==> src/gott_pkg.sv <==
package gott_pkg;

  localparam int unsigned TableDepth = 16;
  localparam int unsigned SlotW      = $clog2(TableDepth);
  localparam int unsigned CountW     = $clog2(TableDepth + 1);

  localparam int unsigned IdW    = 16;
  localparam int unsigned PosW   = 12;
  localparam int unsigned AreaW  = 20;
  localparam int unsigned TimeW  = 32;
  localparam int unsigned GateW  = 8;
  localparam int unsigned PeriodW = 16;
  localparam int unsigned CfgW   = 16;
  localparam int unsigned RemW   = 9;

  localparam logic [1:0] RegGate    = 2'd0;
  localparam logic [1:0] RegTimeout = 2'd1;
  localparam logic [1:0] RegPeriod  = 2'd2;

  localparam logic [1:0] StMatched = 2'd0;
  localparam logic [1:0] StCreated = 2'd1;
  localparam logic [1:0] StFull    = 2'd2;
  localparam logic [1:0] StSweep   = 2'd3;

  // Command carried down the chain, one cell per cycle.
  typedef struct packed {
    logic               valid;
    logic               sweep;
    logic               renew;
    logic [PosW-1:0]    pos_x;
    logic [PosW-1:0]    pos_y;
    logic [AreaW-1:0]   area;
    logic [AreaW-1:0]   box_area;
    logic [TimeW-1:0]   now_ms;
    logic               done;
    logic               matched;
    logic [IdW-1:0]     id;
    logic [CountW-1:0]  removed;
  } gott_tok_t;

  typedef struct packed {
    logic [GateW-1:0]   gate_radius;
    logic [PeriodW-1:0] lost_timeout_ms;
    logic [PeriodW-1:0] new_period_ms;
  } gott_cfg_t;

endpackage

==> src/gott_cell.sv <==
module gott_cell import gott_pkg::*; (
  input  logic        clk_i,
  input  logic        rst_ni,
  input  gott_cfg_t   cfg_i,
  input  logic        alloc_i,
  input  logic [IdW-1:0] alloc_id_i,
  input  gott_tok_t   alloc_tok_i,
  input  gott_tok_t   tok_i,
  output gott_tok_t   tok_o,
  output logic        valid_o
);

  logic              valid_q, valid_d;
  logic              new_q, new_d;
  logic [IdW-1:0]    id_q, id_d;
  logic [PosW-1:0]   x_q, x_d, y_q, y_d;
  logic [AreaW-1:0]  size_q, size_d;
  logic [TimeW-1:0]  seen_q, seen_d, renewed_q, renewed_d;
  gott_tok_t         tok_q, tok_d;

  logic [GateW+1:0]  half;
  logic              in_win, size_ok, wide, hit, do_tok;
  logic [TimeW-1:0]  age_new, age_seen;
  logic [AreaW+2:0]  a5, s5, a4, s4;

  function automatic logic win(input logic [PosW-1:0] c, input logic [PosW-1:0] p,
                               input logic [GateW+1:0] h);
    logic [PosW+2:0] cc, pp, hh;
    begin
      cc = {3'b000, c}; pp = {3'b000, p}; hh = {{(PosW-GateW+1){1'b0}}, h};
      win = (cc < pp + hh) && (cc + hh > pp);
    end
  endfunction

  always_comb begin
    wide     = tok_i.renew || new_q;
    half     = wide ? {1'b0, cfg_i.gate_radius, 1'b0} : {2'b00, cfg_i.gate_radius};
    in_win   = win(x_q, tok_i.pos_x, half) && win(y_q, tok_i.pos_y, half);
    a5 = ({3'b000, tok_i.area} << 2) + {3'b000, tok_i.area};
    a4 = {3'b000, tok_i.area} << 2;
    s5 = ({3'b000, size_q} << 2) + {3'b000, size_q};
    s4 = {3'b000, size_q} << 2;
    size_ok  = (a5 > s4) && (a4 < s5);
    do_tok   = tok_i.valid && !tok_i.done;
    hit      = do_tok && !tok_i.sweep && valid_q && in_win && (wide || size_ok);
    age_new  = tok_i.now_ms - renewed_q;
    age_seen = tok_i.now_ms - seen_q;

    valid_d = valid_q; new_d = new_q; id_d = id_q; x_d = x_q; y_d = y_q;
    size_d = size_q; seen_d = seen_q; renewed_d = renewed_q;
    tok_d = tok_i;

    if (do_tok && tok_i.sweep && valid_q) begin
      if (age_new > {{(TimeW-PeriodW){1'b0}}, cfg_i.new_period_ms}) new_d = 1'b0;
      if (!(age_seen < {{(TimeW-PeriodW){1'b0}}, cfg_i.lost_timeout_ms})) begin
        valid_d = 1'b0;
        tok_d.removed = tok_i.removed + 1'b1;
      end
    end
    if (hit) begin
      x_d = tok_i.pos_x; y_d = tok_i.pos_y; seen_d = tok_i.now_ms;
      if (wide) begin
        size_d = tok_i.area;
        if (!new_q) begin
          new_d = 1'b1; renewed_d = tok_i.now_ms;
        end
      end
      tok_d.done = 1'b1; tok_d.matched = 1'b1; tok_d.id = id_q;
    end
    // The allocating transfer has left the chain, so its fields come from the tail.
    if (alloc_i) begin
      valid_d = 1'b1; new_d = 1'b1; id_d = alloc_id_i;
      x_d = alloc_tok_i.pos_x; y_d = alloc_tok_i.pos_y; size_d = alloc_tok_i.box_area;
      seen_d = alloc_tok_i.now_ms; renewed_d = alloc_tok_i.now_ms;
    end
  end

  always_ff @(posedge clk_i or negedge rst_ni) begin
    if (!rst_ni) begin
      valid_q <= 1'b0;
      tok_q   <= '0;
    end else begin
      valid_q <= valid_d;
      tok_q   <= tok_d;
    end
  end

  always_ff @(posedge clk_i) begin
    new_q <= new_d; id_q <= id_d; x_q <= x_d; y_q <= y_d;
    size_q <= size_d; seen_q <= seen_d; renewed_q <= renewed_d;
  end

  assign tok_o   = tok_q;
  assign valid_o = valid_q;

endmodule

==> config.mk <==
export PLATFORM = sky130hd
export DESIGN_NAME = gott_cell
export DESIGN_NICKNAME = d
export VERILOG_FILES = /design/src/gott_pkg.sv /design/src/gott_cell.sv
export SDC_FILE = /design/constraint.sdc
export NUM_CORES = 1
export LEC_CHECK = 0
export BUFFER_PORTS_ARGS = -buffer_cell sky130_fd_sc_hd__clkbuf_2
export CAP_MARGIN = 25
export CORE_MARGIN = 2
export CORE_UTILIZATION = 48
export DETAILED_ROUTE_END_ITERATION = 10
export GPL_TIMING_DRIVEN = 0
export MAX_ROUTING_LAYER = met4
export PLACE_DENSITY_LB_ADDON = 0.08
export SYNTH_ARGS = -nofsm -noshare
export SYNTH_HDL_FRONTEND = slang
export SYNTH_SLANG_ARGS = --single-unit
==> constraint.sdc <==
create_clock -name clk_i -period 14.15 [get_ports clk_i]
set_input_delay 1.415 -clock clk_i [delete_from_list [all_inputs] [get_ports clk_i]]
set_output_delay 1.415 -clock clk_i [all_outputs]
set_load 0.005 [all_outputs]
==> impl_results.md <==
- Status: finished, final reports clean
- Vias/cell: 5.50
- Num CTS Buffers: 29
- Initial antenna violation count: 6
- PwrDens: between 100 and 150 nW/µm²
- Mean area per synthesized cell: 10.1 µm²
- Clock root buffer: clkbuf_16
- Worst-case clock skew: 13.2 ps
- Post-CTS Setup Bufs: 0
- Overflow after GRT: 0
- Fmax: about 140 MHz
- Most frequent cells after synthesis: 254 x ha_1, 186 x inv_1, 125 x a21oi_1, 124 x edfxtp_1, 123 x dfrtp_1
- Maximum VDD drop: between 0.1 and 0.15 mV
- CTS tree: done
- # DRC: 0
- CP max FO: 55
- Worst setup path class: input pin to flip-flop
- Crit path buf inv count: 4
- Overall Global Routing Usage: between 20% and 30%
- Die Y: approximately 200 µm
- Rel. slew slack: between 30 and 40%
- Initial DRC Count: slightly above 700
- Reg power frac: approximately 36%
- Mapped Area: between 15000 and 20000 µm²
- Req. time, crit path: approximately 14000 ps
- Setup-failing EPs final: 0
- Minimum clock period: between 7000 and 8000 ps
- RSZ-0062 raised after global routing: false
- CP Capture Type: flip-flop
- Clk pwr share: between 30 and 40%
- Row Count: 70
- Layout cell share with drive strength beyond 1: between 20 and 25%
- Combinational share of power: between 30% and 40%
- Gpl congestion: 0.928
- Sw frac: 31.8%
- Crit path top cell by count: a21oi_1
- Vias in the first global route: around 14000
- Via count: 14700
- DR WL/cell: between 15 and 20 µm
- Slew at the pin closest to its max-slew limit: around 950 ps
- Clk_lat worst skew: 580 ps
- Post-synthesis sequential area ratio: between 30% and 40%
- H-tree depth: 1
- Hold Path Class: flip-flop to flip-flop
- Internal power: around 1600 µW
- CP max-delay cell: a311oi_4
- Most area-consuming cells after synthesis: edfxtp_1 21%, ha_1 18%, dfrtp_1 17%
- Cell variety after synth: slightly below 90
- Clock sink count: 248
- Longest Clk Path Bufs: 3
- Core area: 36600 µm²
- Port bufs: 379
- Total negative setup slack: 0 ps
- Final hold violations: 0
- Final WL: slightly below 50000 µm
- Top delay family on crit path: compound AO/OA/AOI/OAI gates
- Clock Pin Slew Worst Setup and Hold Paths: around 60 ps
- Die width: slightly below 200 µm
- Post-Synthesis Cells: around 1800
- EDFF count, synth: 124
- Slowest stage delay, CP: about 620 ps
- Top_reg_cell synth: edfxtp_1
- Top-count cell post-synth: ha_1
- Syn Nets: approximately 2300
- Startpoint class of the critical path: input pin
- Full die area: 38800 µm²
- Hold Buf Count CTS: 0
- Final worst-path cycle share: 51.2%
- First-pass GRT wire length: 76800 µm
- Psw: 727 µW
- CTS resizes: 0
- Register bit total from synthesis: 248
- Antenna Nets Post-Route: 0
- Max-Cap Viols: 0
- Yosys top cell by area: edfxtp_1
- WP data arrival: roughly 7500 ps
- Final HPWL DP: between 30000 and 40000 µm
- Final #Nets: 2742
- Initial Utilization: between 40% and 50%
- Largest net degree at the start of global routing: 69
- Final Hold Slack: 460 ps
- Post-synth top area share: roughly a fifth
- DRT Pass-1 Iters: 5
- Io pins: 426
- Area Overhead vs Synth: 20.0%
- Warnings, synthesis: 0
- Asr flop ratio synth: approximately half
- Leakage: approximately 0.010 µW
- Max-slew violations: 0
-- flip-flops by register name (all words and copies together), names as in the netlist --
signal	flops
renewed_q	32
seen_q	32
y_q	12
id_q	16
tok_o	122
x_q	12
valid_o	1
size_q	20
new_q	1
-- worst register-to-register path: stages, from the launching register on --
cell,delay (ps)
dfxtp_1,430
nor2_1,250
clkbuf_1,530
mux2_2,530
ha_1,320
a21o_1,160
a21oi_1,230
o21bai_1,100
a21oi_1,230
o21bai_1,100
a21oi_1,260
o21bai_1,100
a21oi_1,260
nor2_1,110
xor2_1,150
ha_1,290
nand3_1,120
o21bai_1,170
a21oi_1,140
o21ai_0,120
o22ai_1,240
nand4b_1,210
a311oi_4,620
buf_6,240
or2_4,160
buf_16,270
-- cells in the final DEF (no fill, tap or decap), types with 7 or more instances in the layout --
cell type  netlist  final
or3_1           11     11
and3_1          15     15
nand2_1         97     97
clkbuf_1        27     33
nand3_1         40     40
inv_1          186    186
a21o_1          57     57
nor2_1          79     79
a211oi_1        21     21
mux2_1           7      7
dfrtp_1        123    123
ha_1           254    254
fa_1             8      8
nand2b_1        23     23
xor2_1          41     41
o21ai_0         96     94
nor2b_1         21     21
o21a_1          17     17
a21oi_1        125    125
nor3_1          27     27
clkbuf_16        0     29
clkbuf_2         0    378
mux2_2          65     65
a31oi_1         20     20
and2_1           8      8
nand4_1         22     22
nor4_1           7      7
o211ai_1        14     14
o21ai_1          9      9
edfxtp_1       124    124
xnor2_1         72     72
or2_2            9      8
o21bai_1        19     19
-- through the flow --
stage / setup slack [ps] / instances / cell area [µm²] / util [%] / total power (µW)
after CTS: 6910 / 2668 / 21400 / 58.6 / 2310
after floorplan: 6140 / 1763 / 17900 / - / 1320
after global placement: 3570 / 2610 / 20400 / 55.6 / 1520
final: 6910 / 2674 / 21500 / 58.6 / 2290
after global routing: 6440 / 2674 / 21500 / 58.6 / 2430
after detailed placement: 6280 / 2614 / 20500 / 56.0 / 1540
-- path summary, 6_finish.rpt --
path,start,end,slack (ps),depth (start not counted)
max reg2reg,new_q,seen_q[28],7390,25
min in group asynchronous,rst_ni,tok_o[110],780,1
max,tok_i[119],seen_q[28],6910,26
min,id_q[15],tok_o[20],460,1
min reg2reg,id_q[15],tok_o[20],460,1
max in group asynchronous,rst_ni,tok_o[75],12640,2
-- cell families (layout without fill, tap and decap cells) --
group / count (synthesis) / count (layout) / share of synthesized area (%)
buf+inv: 216 / 653 / 4.59
flops: 248 / 248 / 38.1
simple gates: 385 / 385 / 11.0
other cells: 0 / 6 / 0
compound gates: 461 / 461 / 17.2
mux: 78 / 78 / 4.90
xor+xnor: 113 / 113 / 5.53
fa+ha+maj: 262 / 262 / 18.7
-- per-layer routing --
layer  part of all wire, %  vias to the layer above  track usage [%]
met5                     0                        -                -
met4                   2.6                        0             6.35
met3                   5.5                       80             4.01
met1                    46                     6927             34.6
li1                      -                     7284                -
met2                    46                      419             41.3
-- final cells by class --
cell class / count / area, µm²
Fill cell: 3259 / 15200
Multi-Input combinational cell: 1299 / 10300
Sequential cell: 248 / 6820
Timing Repair Buffer: 383 / 2000
Clock buffer: 40 / 817
Inverter: 186 / 698
Tap cell: 468 / 586
Clock inverter: 14 / 141
Buffer: 30 / 123
Antenna cell: 6 / 15.0
-- power by group through the flow --
stage	Combinational [µW]	Sequential [µW]	Clock, µW
floorplan	481	842	0
global placement	674	846	0
detailed placement	696	845	0
CTS	703	831	778
global route	796	835	798
finish	701	831	754
Power figures use the tool's default switching activity.
